==> src/rtl/assert_macros.svh <==
// Assertion helpers, clocked on clk_i and disabled while rst_ni is low.
`ifndef ASSERT_MACROS_SVH
`define ASSERT_MACROS_SVH

// Property holds at every clock edge.
`define ASSERT_ALWAYS(lbl, prop, msg) \
  lbl: assert property (@(posedge clk_i) disable iff (!rst_ni) (prop)) else $error(msg);

// Consequent holds in the same cycle as the antecedent.
`define ASSERT_IMPL(lbl, ante, cons, msg) \
  lbl: assert property (@(posedge clk_i) disable iff (!rst_ni) (ante) |-> (cons)) \
    else $error(msg);

// Consequent holds in the cycle after the antecedent.
`define ASSERT_NEXT(lbl, ante, cons, msg) \
  lbl: assert property (@(posedge clk_i) disable iff (!rst_ni) (ante) |=> (cons)) \
    else $error(msg);

`endif

==> src/rtl/bba_pkg.sv <==
package bba_pkg;

  localparam int WordW = 32;
  localparam int BitW  = 5;

  typedef logic [WordW-1:0] word_t;

  typedef enum logic [1:0] {
    OP_ALLOC  = 2'd0,
    OP_FREE   = 2'd1,
    OP_INIT   = 2'd2,
    OP_DEINIT = 2'd3
  } op_e;

  typedef enum logic [2:0] {
    ST_OK          = 3'd0,
    ST_NOT_READY   = 3'd1,
    ST_INVALID_ARG = 3'd2,
    ST_NO_MEMORY   = 3'd3,
    ST_BAD_STATE   = 3'd4
  } status_e;

  function automatic logic [BitW-1:0] lowest_zero(word_t w);
    logic [BitW-1:0] r;
    r = '0;
    for (int i = WordW - 1; i >= 0; i--) begin
      if (!w[i]) begin
        r = BitW'(i);
      end
    end
    return r;
  endfunction

endpackage

==> src/rtl/bitmap_block_allocator.sv <==
// First-fit allocator of BLOCK_COUNT fixed blocks of BLOCK_BYTES bytes starting at pool_base.
// The used bitmap sits in a memory of 32-bit words, with one full bit per word in a summary
// register and one written bit per word so that init clears the pool without a sweep. The
// block takes one transaction at a time: allocate registers its result after a memory read,
// a modify and write back and an address multiply; free after a range check, a two-stage
// reciprocal multiply for the block index, a memory read and a write back; a free that fails
// the range check after the check alone; init, deinit and the other errors with no step. The
// next transaction is taken the cycle after the result is registered, while that result may
// still be stalled at the output; a result that is still stalled holds the next one in its
// finish state until it drains. The user must write pool_base through cfg_we_i/cfg_wdata_i
// only while no transaction is in flight; the block itself does not enforce this.
module bitmap_block_allocator #(
  parameter int BLOCK_BYTES = 32,
  parameter int BLOCK_COUNT = 1024
) (
  input  logic        clk_i,
  input  logic        rst_ni,
  input  logic        cfg_we_i,
  input  logic [31:0] cfg_wdata_i,
  input  logic        in_valid_i,
  output logic        in_stall_o,
  input  logic [1:0]  operation_i,
  input  logic [31:0] address_i,
  output logic        out_valid_o,
  input  logic        out_stall_i,
  output logic [2:0]  status_o,
  output logic [31:0] block_address_o,
  output logic        ready_res_o,
  output logic [15:0] free_bytes_o,
  output logic [15:0] used_bytes_o
);
  import bba_pkg::*;

  `include "assert_macros.svh"

  localparam longint PoolBytes = longint'(BLOCK_BYTES) * longint'(BLOCK_COUNT);
  localparam int WordCount = (BLOCK_COUNT + WordW - 1) / WordW;
  localparam int WAddrW    = (WordCount > 1) ? $clog2(WordCount) : 1;
  localparam int BlkW      = WAddrW + BitW;
  localparam int IdxW      = $clog2(BLOCK_COUNT);
  localparam int OfsW      = $clog2(PoolBytes);
  localparam int CntW      = $clog2(BLOCK_COUNT + 1);
  localparam int LastBits  = BLOCK_COUNT - (WordCount - 1) * WordW;
  localparam logic [WordW:0] LastOne = (WordW + 1)'(1) << LastBits;
  localparam word_t PadMask = ~(LastOne[WordW-1:0] - word_t'(1));
  localparam logic [WAddrW-1:0] LastWord = WAddrW'(WordCount - 1);
  localparam logic [32:0] PoolL = 33'(PoolBytes);
  localparam logic [31:0] Pool32 = 32'(PoolBytes);
  localparam logic [31:0] BlockBytes32 = 32'(BLOCK_BYTES);
  localparam logic [32:0] RstBase = 33'h0_2000_0000;

  typedef enum logic [5:0] {
    S_IDLE = 6'b000001,
    S_CHK  = 6'b000010,
    S_DIV  = 6'b000100,
    S_MOD  = 6'b001000,
    S_ADR  = 6'b010000,
    S_FIN  = 6'b100000
  } state_e;

  state_e state_q, state_d;
  logic ready_q, ready_d;
  logic [WordCount-1:0] written_q, written_d;
  logic [WordCount-1:0] summary_q, summary_d;
  logic [CntW-1:0] used_cnt_q, used_cnt_d;
  logic out_valid_q, out_valid_d;
  logic [31:0] pool_base_q, pool_base_d;

  op_e op_q, op_d;
  logic [31:0] addr_q, addr_d;
  logic [WAddrW-1:0] word_q, word_d;
  logic [BlkW-1:0] blk_idx_q, blk_idx_d;
  logic [31:0] blk_prod_q, blk_prod_d;
  status_e res_status_q, res_status_d;
  logic res_alloc_q, res_alloc_d;
  logic [2:0] status_q, status_d;
  logic [31:0] blk_addr_q, blk_addr_d;
  logic res_ready_q, res_ready_d;
  logic [15:0] free_bytes_q, free_bytes_d;
  logic [15:0] used_bytes_q, used_bytes_d;

  logic in_accept;
  op_e in_op;
  logic [WAddrW-1:0] alloc_word;
  logic pool_full;
  logic [32:0] offset;
  logic free_bad;
  logic div_start, div_valid;
  logic [IdxW-1:0] div_idx;
  logic [BlkW-1:0] div_blk;
  logic ram_we, ram_re;
  logic [WAddrW-1:0] ram_raddr;
  word_t ram_rdata, cur_word, new_word;
  logic [BitW-1:0] bit_sel;
  logic [31:0] used32, free32;

  assign in_stall_o = (state_q != S_IDLE);
  assign in_accept  = in_valid_i && !in_stall_o;
  assign in_op      = op_e'(operation_i);
  assign pool_full  = &summary_q;

  always_comb begin
    alloc_word = '0;
    for (int i = WordCount - 1; i >= 0; i--) begin
      if (!summary_q[i]) begin
        alloc_word = WAddrW'(i);
      end
    end
  end

  assign offset    = {1'b0, addr_q} - {1'b0, pool_base_q};
  assign free_bad  = (addr_q == 32'd0) || offset[32] || (offset >= PoolL);
  assign div_start = (state_q == S_CHK) && !free_bad;
  assign div_blk   = BlkW'(div_idx);

  bba_index_div #(
    .OfsW       (OfsW),
    .IdxW       (IdxW),
    .BlockBytes (BLOCK_BYTES)
  ) u_div (
    .clk_i    (clk_i),
    .rst_ni   (rst_ni),
    .valid_i  (div_start),
    .offset_i (offset[OfsW-1:0]),
    .valid_o  (div_valid),
    .idx_o    (div_idx)
  );

  assign cur_word = written_q[word_q] ? ram_rdata : ((word_q == LastWord) ? PadMask : '0);
  assign used32   = 32'(used_cnt_q) * BlockBytes32;
  assign free32   = Pool32 - used32;

  always_comb begin
    state_d      = state_q;
    ready_d      = ready_q;
    written_d    = written_q;
    summary_d    = summary_q;
    used_cnt_d   = used_cnt_q;
    out_valid_d  = out_valid_q && out_stall_i;
    pool_base_d  = cfg_we_i ? cfg_wdata_i : pool_base_q;
    op_d         = op_q;
    addr_d       = addr_q;
    word_d       = word_q;
    blk_idx_d    = blk_idx_q;
    blk_prod_d   = blk_prod_q;
    res_status_d = res_status_q;
    res_alloc_d  = res_alloc_q;
    status_d     = status_q;
    blk_addr_d   = blk_addr_q;
    res_ready_d  = res_ready_q;
    free_bytes_d = free_bytes_q;
    used_bytes_d = used_bytes_q;
    ram_re       = 1'b0;
    ram_raddr    = alloc_word;
    ram_we       = 1'b0;
    new_word     = cur_word;
    bit_sel      = blk_idx_q[BitW-1:0];

    unique case (state_q)
      S_IDLE: begin
        if (in_accept) begin
          op_d        = in_op;
          addr_d      = address_i;
          res_alloc_d = 1'b0;
          res_status_d = ST_OK;
          state_d     = S_FIN;
          if (in_op == OP_INIT) begin
            if (ready_q) begin
              res_status_d = ST_BAD_STATE;
            end else begin
              ready_d    = 1'b1;
              written_d  = '0;
              summary_d  = '0;
              used_cnt_d = '0;
            end
          end else if (!ready_q) begin
            res_status_d = ST_NOT_READY;
          end else if (in_op == OP_DEINIT) begin
            ready_d = 1'b0;
          end else if (in_op == OP_FREE) begin
            state_d = S_CHK;
          end else if (pool_full) begin
            res_status_d = ST_NO_MEMORY;
          end else begin
            ram_re  = 1'b1;
            word_d  = alloc_word;
            state_d = S_MOD;
          end
        end
      end
      S_CHK: begin
        if (free_bad) begin
          res_status_d = ST_INVALID_ARG;
          state_d      = S_FIN;
        end else begin
          state_d = S_DIV;
        end
      end
      S_DIV: begin
        if (div_valid) begin
          ram_re    = 1'b1;
          ram_raddr = div_blk[BlkW-1:BitW];
          word_d    = div_blk[BlkW-1:BitW];
          blk_idx_d = div_blk;
          state_d   = S_MOD;
        end
      end
      S_MOD: begin
        ram_we = 1'b1;
        written_d[word_q] = 1'b1;
        if (op_q == OP_ALLOC) begin
          bit_sel = lowest_zero(cur_word);
          new_word[bit_sel] = 1'b1;
          used_cnt_d  = used_cnt_q + CntW'(1);
          blk_idx_d   = {word_q, bit_sel};
          res_alloc_d = 1'b1;
          state_d     = S_ADR;
        end else begin
          new_word[bit_sel] = 1'b0;
          if (cur_word[bit_sel]) begin
            used_cnt_d = used_cnt_q - CntW'(1);
          end
          state_d = S_FIN;
        end
        summary_d[word_q] = &new_word;
      end
      S_ADR: begin
        blk_prod_d = 32'(blk_idx_q) * BlockBytes32;
        state_d    = S_FIN;
      end
      S_FIN: begin
        if (!out_valid_q || !out_stall_i) begin
          out_valid_d  = 1'b1;
          status_d     = res_status_q;
          blk_addr_d   = res_alloc_q ? (pool_base_q + blk_prod_q) : 32'd0;
          res_ready_d  = ready_q;
          used_bytes_d = (|used32[31:16]) ? 16'hFFFF : used32[15:0];
          free_bytes_d = (|free32[31:16]) ? 16'hFFFF : free32[15:0];
          state_d      = S_IDLE;
        end
      end
      default: begin
        state_d = S_IDLE;
      end
    endcase
  end

  bba_bitmap_ram #(
    .Depth (WordCount),
    .AddrW (WAddrW)
  ) u_ram (
    .clk_i   (clk_i),
    .we_i    (ram_we),
    .waddr_i (word_q),
    .wdata_i (new_word),
    .re_i    (ram_re),
    .raddr_i (ram_raddr),
    .rdata_o (ram_rdata)
  );

  always_ff @(posedge clk_i or negedge rst_ni) begin
    if (!rst_ni) begin
      state_q     <= S_IDLE;
      ready_q     <= 1'b0;
      written_q   <= '0;
      summary_q   <= '0;
      used_cnt_q  <= '0;
      out_valid_q <= 1'b0;
      pool_base_q <= RstBase[31:0];
    end else begin
      state_q     <= state_d;
      ready_q     <= ready_d;
      written_q   <= written_d;
      summary_q   <= summary_d;
      used_cnt_q  <= used_cnt_d;
      out_valid_q <= out_valid_d;
      pool_base_q <= pool_base_d;
    end
  end

  always_ff @(posedge clk_i) begin
    op_q         <= op_d;
    addr_q       <= addr_d;
    word_q       <= word_d;
    blk_idx_q    <= blk_idx_d;
    blk_prod_q   <= blk_prod_d;
    res_status_q <= res_status_d;
    res_alloc_q  <= res_alloc_d;
    status_q     <= status_d;
    blk_addr_q   <= blk_addr_d;
    res_ready_q  <= res_ready_d;
    free_bytes_q <= free_bytes_d;
    used_bytes_q <= used_bytes_d;
  end

  assign out_valid_o     = out_valid_q;
  assign status_o        = status_q;
  assign block_address_o = blk_addr_q;
  assign ready_res_o     = res_ready_q;
  assign free_bytes_o    = free_bytes_q;
  assign used_bytes_o    = used_bytes_q;

  `ASSERT_ALWAYS(a_used_le_count, used_cnt_q <= CntW'(BLOCK_COUNT), "used count past pool size")
  `ASSERT_NEXT(a_alloc_reads, in_accept && ready_q && in_op == OP_ALLOC && !pool_full, state_q == S_MOD, "allocate did not go to modify")
  `ASSERT_IMPL(a_out_from_fin, $rose(out_valid_o), $past(state_q == S_FIN), "result not from finish state")
  `ASSERT_IMPL(a_mod_written, state_q == S_MOD, ready_q, "bitmap write while not ready")

endmodule

==> src/rtl/bba_bitmap_ram.sv <==
module bba_bitmap_ram #(
  parameter int Depth = 32,
  parameter int AddrW = 5
) (
  input  logic               clk_i,
  input  logic               we_i,
  input  logic [AddrW-1:0]   waddr_i,
  input  bba_pkg::word_t     wdata_i,
  input  logic               re_i,
  input  logic [AddrW-1:0]   raddr_i,
  output bba_pkg::word_t     rdata_o
);
  import bba_pkg::*;

  word_t mem_q [Depth];
  word_t rdata_q;

  always_ff @(posedge clk_i) begin
    if (we_i) begin
      mem_q[waddr_i] <= wdata_i;
    end
    if (re_i) begin
      rdata_q <= mem_q[raddr_i];
    end
  end

  assign rdata_o = rdata_q;

endmodule

==> src/rtl/bba_index_div.sv <==
module bba_index_div #(
  parameter int OfsW       = 15,
  parameter int IdxW       = 10,
  parameter int BlockBytes = 32
) (
  input  logic            clk_i,
  input  logic            rst_ni,
  input  logic            valid_i,
  input  logic [OfsW-1:0] offset_i,
  output logic            valid_o,
  output logic [IdxW-1:0] idx_o
);
  import bba_pkg::*;

  // offset / BlockBytes as offset * ceil(2^ShR / BlockBytes) >> ShR, exact for OfsW-bit offsets
  localparam int ShR = OfsW + $clog2(BlockBytes);
  localparam longint unsigned Recip =
    ((longint'(1) << ShR) + longint'(BlockBytes) - 1) / longint'(BlockBytes);
  localparam int RecipW = OfsW + 2;
  localparam int ProdW  = OfsW + RecipW;
  localparam logic [RecipW-1:0] RecipL = RecipW'(Recip);

  logic            v1_q, v1_d, v2_q, v2_d;
  logic [OfsW-1:0] offset_q, offset_d;
  logic [ProdW-1:0] prod_q, prod_d;

  always_comb begin
    v1_d     = valid_i;
    v2_d     = v1_q;
    offset_d = valid_i ? offset_i : offset_q;
    prod_d   = v1_q ? (ProdW'(offset_q) * ProdW'(RecipL)) : prod_q;
  end

  always_ff @(posedge clk_i or negedge rst_ni) begin
    if (!rst_ni) begin
      v1_q <= 1'b0;
      v2_q <= 1'b0;
    end else begin
      v1_q <= v1_d;
      v2_q <= v2_d;
    end
  end

  always_ff @(posedge clk_i) begin
    offset_q <= offset_d;
    prod_q   <= prod_d;
  end

  assign valid_o = v2_q;
  assign idx_o   = prod_q[ShR +: IdxW];

endmodule
==> config.mk <==
export PLATFORM = sky130hd
export DESIGN_NAME = bitmap_block_allocator
export DESIGN_NICKNAME = d
export VERILOG_FILES = /design/src/rtl/bba_pkg.sv /design/src/rtl/bitmap_block_allocator.sv /design/src/rtl/bba_bitmap_ram.sv /design/src/rtl/bba_index_div.sv
export VERILOG_INCLUDE_DIRS = /design/src /design/src/rtl
export SDC_FILE = /design/constraint.sdc
export NUM_CORES = 2
export LEC_CHECK = 0
export BUFFER_PORTS_ARGS = -buffer_cell sky130_fd_sc_hd__buf_2
export CELL_PAD_IN_SITES_DETAIL_PLACEMENT = 1
export CELL_PAD_IN_SITES_GLOBAL_PLACEMENT = 1
export CORE_MARGIN = 3
export CORE_UTILIZATION = 23
export CTS_CLUSTER_SIZE = 8
export DETAILED_ROUTE_END_ITERATION = 6
export PLACE_DENSITY = 0.44
export SLEW_MARGIN = 10
export SYNTH_ARGS = -nofsm -noshare
export SYNTH_HDL_FRONTEND = slang
export SYNTH_HIERARCHICAL = 1
export SYNTH_SLANG_ARGS = --single-unit
==> constraint.sdc <==
create_clock -name clk_i -period 13.8 [get_ports clk_i]
set_input_delay 1.38 -clock clk_i [delete_from_list [all_inputs] [get_ports clk_i]]
set_output_delay 1.38 -clock clk_i [all_outputs]
set_load 0.02 [all_outputs]
==> implementation parameters <==
Parameter                              Value

Outcome
  Run status ... finished, final reports clean

Routing
  Routed vias/inst ... between 4 and 5
  Drt first pass iters ... 5
  Routed wire per std cell ... between 20 and 30 um
  Met1 Routed Length ... ~96 mm
  Routed wire length on met3 ... 11.4 mm
  Aggregate routed wire length ... about 200 mm
  Antenna viol nets, final ... 0
  Overall via count from detail_route ... about 36000
  Top layer used by detailed routing ... met4
  Detailed-route DRC error count ... 0
  DR iter-0 viols ... 2901
  WL met2 ... 85.6 mm

CTS
  Hold buffers post-CTS ... 0
  Clock-pin slew of the registers on the worst-case setup and hold paths ... around 50 ps
  PostCTS Resize Cnt ... 0
  TritonCTS clock tree ... done
  Post-CTS setup buffers ... 0
  Count of H-tree levels built during CTS ... 4
  Total clock sinks ... between 1000 and 1500
  Skew-Pair Late Insertion Delay ... between 800 and 900 ps
  Clock tree buffer depth ... 3
  CTS root buffer ... sky130_fd_sc_hd__clkbuf_16
  CTS Buf Count ... between 150 and 200

Layout
  Number of filler instances in the final layout ... ~26000
  Core utilization of the finished layout ... 27.4%
  Fraction of final layout cells with drive strength greater than 1 ... 14.1%
  Synth-to-Final Area Change ... 17.8%
  Nets ... approximately 4200
  Final instance count without filler cells ... about 7400

Flow run
  Maxcap violations ... 0

Setup path
  Type of element launching the critical path ... flop
  Reg-to-reg slack, setup ... 8110 ps
  Number of cells on the worst reg-to-reg path ... 12
  CP max FO ... around 110
  Critical path data arrival time ... 6250 ps
  Setup crit end kind ... flop
  Worst EP required ... ~14000 ps
  WS Path Type ... flop to flop
  Endpoint of the worst register-to-register path ... u_ram/rdata_o[23]
  R2R Path Start ... state_q[1]

Power and ir drop
  Power density normalized to cell area ... about 140 nW/um2
  Leakage power ... 21.1 nW
  Internal Power ... 0.00717 W
  Sequential share of power ... 48.3%
  Share of power burned in the clock network ... roughly 44%
  Net Sw Power ... between 0.002 and 0.0025 W
  Net Sw Frac ... 24.5%
  Max rail drop VDD ... around 0.084 mV
  Relative contribution of combinational cells to total power ... around 8%

Global route
  Maximum number of pins on one net before global-route repair ... about 120
  Sum of overflow across all layers after global routing ... 0
  Number of global-route vias before repair ... roughly 36000
  Total global-route track usage ... between 10% and 20%
  Wire length of the first global-routing pass ... between 200 and 300 mm
  Initial antenna violation count ... 7

Logic synthesis
  Number of instances in the synthesized netlist ... between 3000 and 4000
  Yosys warns ... 6
  Post-synthesis instance area ... around 57000 um2
  Syn Area/Cell ... around 14 um2

STA
  Final period util ... about two fifths
  Fin Setup TNS ... 0 ps
  Shortest period the worst path allows ... roughly 5700 ps
  RSZ-0062 raised after global routing ... false
  Endpoints failing setup ... 0
  Hold Violations, Final ... 0
  Worst clock skew on the final layout ... just over 70 ps
  Upper clock frequency limit ... 0.176 GHz
  Transition at the pin with the smallest max-transition slack ... roughly 1200 ps
  Worst max-slew margin expressed relative to the limit ... 21.6%
  Number of max-slew violations in the final report ... 0

Die
  Row count ... roughly 180
  Die width ... approximately 500 um
  Core footprint ... about 240000 um2
  I/O pin count ... ~140
  Height of the die ... around 500 um
  Starting density of the core ... between 20% and 30%
  Die ar. ... 252000 um2

Place
  Buffers on Ports ... around 140
  Final GP Congestion ... 0.807
  DP HPWL ... approximately 100 mm
  DP Cell Count ... 7128

Hold path
  Hold Crit Start ... u_div/offset_q[6]
  Hold depth ... 0
  Endpoint, Worst Hold ... u_div/prod_q[21]
  Hold crit path type ... flop to flop
## sequential cells by signal (all words and copies together) (netlist names), 3 cells and up, named ones only
signal           flops
blk_prod_q          10
written_q           32
u_div/offset_q      10
state_q              6
blk_idx_q           10
used_cnt_q          11
word_q               5
u_ram/rdata_o       32
res_status_q         3
u_div/prod_q        10
summary_q           32
block_address_o     32
free_bytes_o        12
u_ram/mem_q       1024
status_o             3
addr_q              32
used_bytes_o        11
pool_base_q         32
## power groups by stage
stage | clock, W | combinational, W | sequential (W)
floorplan | 0 | 0.000451 | 0.00466
global placement | 0 | 0.000745 | 0.00466
detailed placement | 0 | 0.000753 | 0.00466
CTS | 0.00431 | 0.000756 | 0.00459
global route | 0.00446 | 0.000835 | 0.00459
finish | 0.00416 | 0.000747 | 0.00459
## worst max-delay path, cell delays in order, from the launching register on
cell	delay, ps
sky130_fd_sc_hd__dfrtp_1	400
sky130_fd_sc_hd__nor4_1	370
sky130_fd_sc_hd__nand3b_1	340
sky130_fd_sc_hd__inv_1	260
sky130_fd_sc_hd__nand2_1	310
sky130_fd_sc_hd__mux2_8	870
sky130_fd_sc_hd__buf_4	920
sky130_fd_sc_hd__buf_12	690
sky130_fd_sc_hd__mux2i_1	280
sky130_fd_sc_hd__a22o_1	160
sky130_fd_sc_hd__nor3_1	50
sky130_fd_sc_hd__a31oi_1	280
sky130_fd_sc_hd__nand3_1	110
## metal layers
| layer | global-route usage [%] | up-vias |
|---|---|---|
| met2 | 23.0 | 960 |
| met4 | 4.26 | 0 |
| met3 | 3.02 | 292 |
| met1 | 22.5 | 18700 |
| met5 | 0 | - |
| li1 | - | 15600 |
## metrics by stage
step | hold slack (ps) | cell area (um2) | setup WS (ps) | total power [W]
after floorplan | 400 | 56700 | 9110 | 0.00512
after CTS | 410 | 66700 | 8160 | 0.00965
final | 413 | 66800 | 8110 | 0.00950
after detailed placement | 408 | 61500 | 8180 | 0.00541
after global routing | 420 | 66800 | 7830 | 0.00989
after global placement | 408 | 61500 | 8310 | 0.00541
## final cells by class
| cell class | instances | area (um2) | share of cell area [%] |
|---|---|---|---|
| clock buffer | 228 | 4790 | 7.17 |
| antenna | 5 | 12.5 | 0.0187 |
| inverter | 83 | 312 | 0.467 |
| timing repair buffer | 237 | 1520 | 2.28 |
| clock inverter | 19 | 365 | 0.547 |
| sequential | 1315 | 38900 | 58.3 |
| multi-input combinational | 2295 | 16900 | 25.2 |
| tap | 3202 | 4010 | 6.00 |
## cells in the final DEF (no fill, tap or decap), types with 65 or more instances in the layout
master                      count
sky130_fd_sc_hd__a22oi_1       98
sky130_fd_sc_hd__mux2i_1      532
sky130_fd_sc_hd__clkbuf_16    185
sky130_fd_sc_hd__buf_4         94
sky130_fd_sc_hd__nor2_1        90
sky130_fd_sc_hd__edfxtp_1    1198
sky130_fd_sc_hd__inv_1         82
sky130_fd_sc_hd__buf_2        134
sky130_fd_sc_hd__a21oi_1      149
sky130_fd_sc_hd__nand2_1      280
sky130_fd_sc_hd__o21ai_0      103
sky130_fd_sc_hd__dfrtp_1      115
sky130_fd_sc_hd__nor3_1        73
sky130_fd_sc_hd__nand3_1      137
sky130_fd_sc_hd__a22o_1        65
## worst max path at each step
| stage | start | endpoint | slack (ps) | cells after the start |
|---|---|---|---|---|
| 2_1_floorplan | out_stall_i | block_address_o[0] | 9110 | 1 |
| 3_3_place_gp | state_q[1] | u_ram/rdata_o[1] | 8310 | 12 |
| 3_5_place_dp | state_q[1] | u_ram/rdata_o[1] | 8180 | 12 |
| 4_1_cts | state_q[1] | u_ram/rdata_o[1] | 8160 | 12 |
| 5_1_grt | state_q[1] | u_ram/rdata_o[1] | 7830 | 12 |
| 6_report | state_q[1] | u_ram/rdata_o[23] | 8110 | 12 |
(Power assumes the default switching activity.)
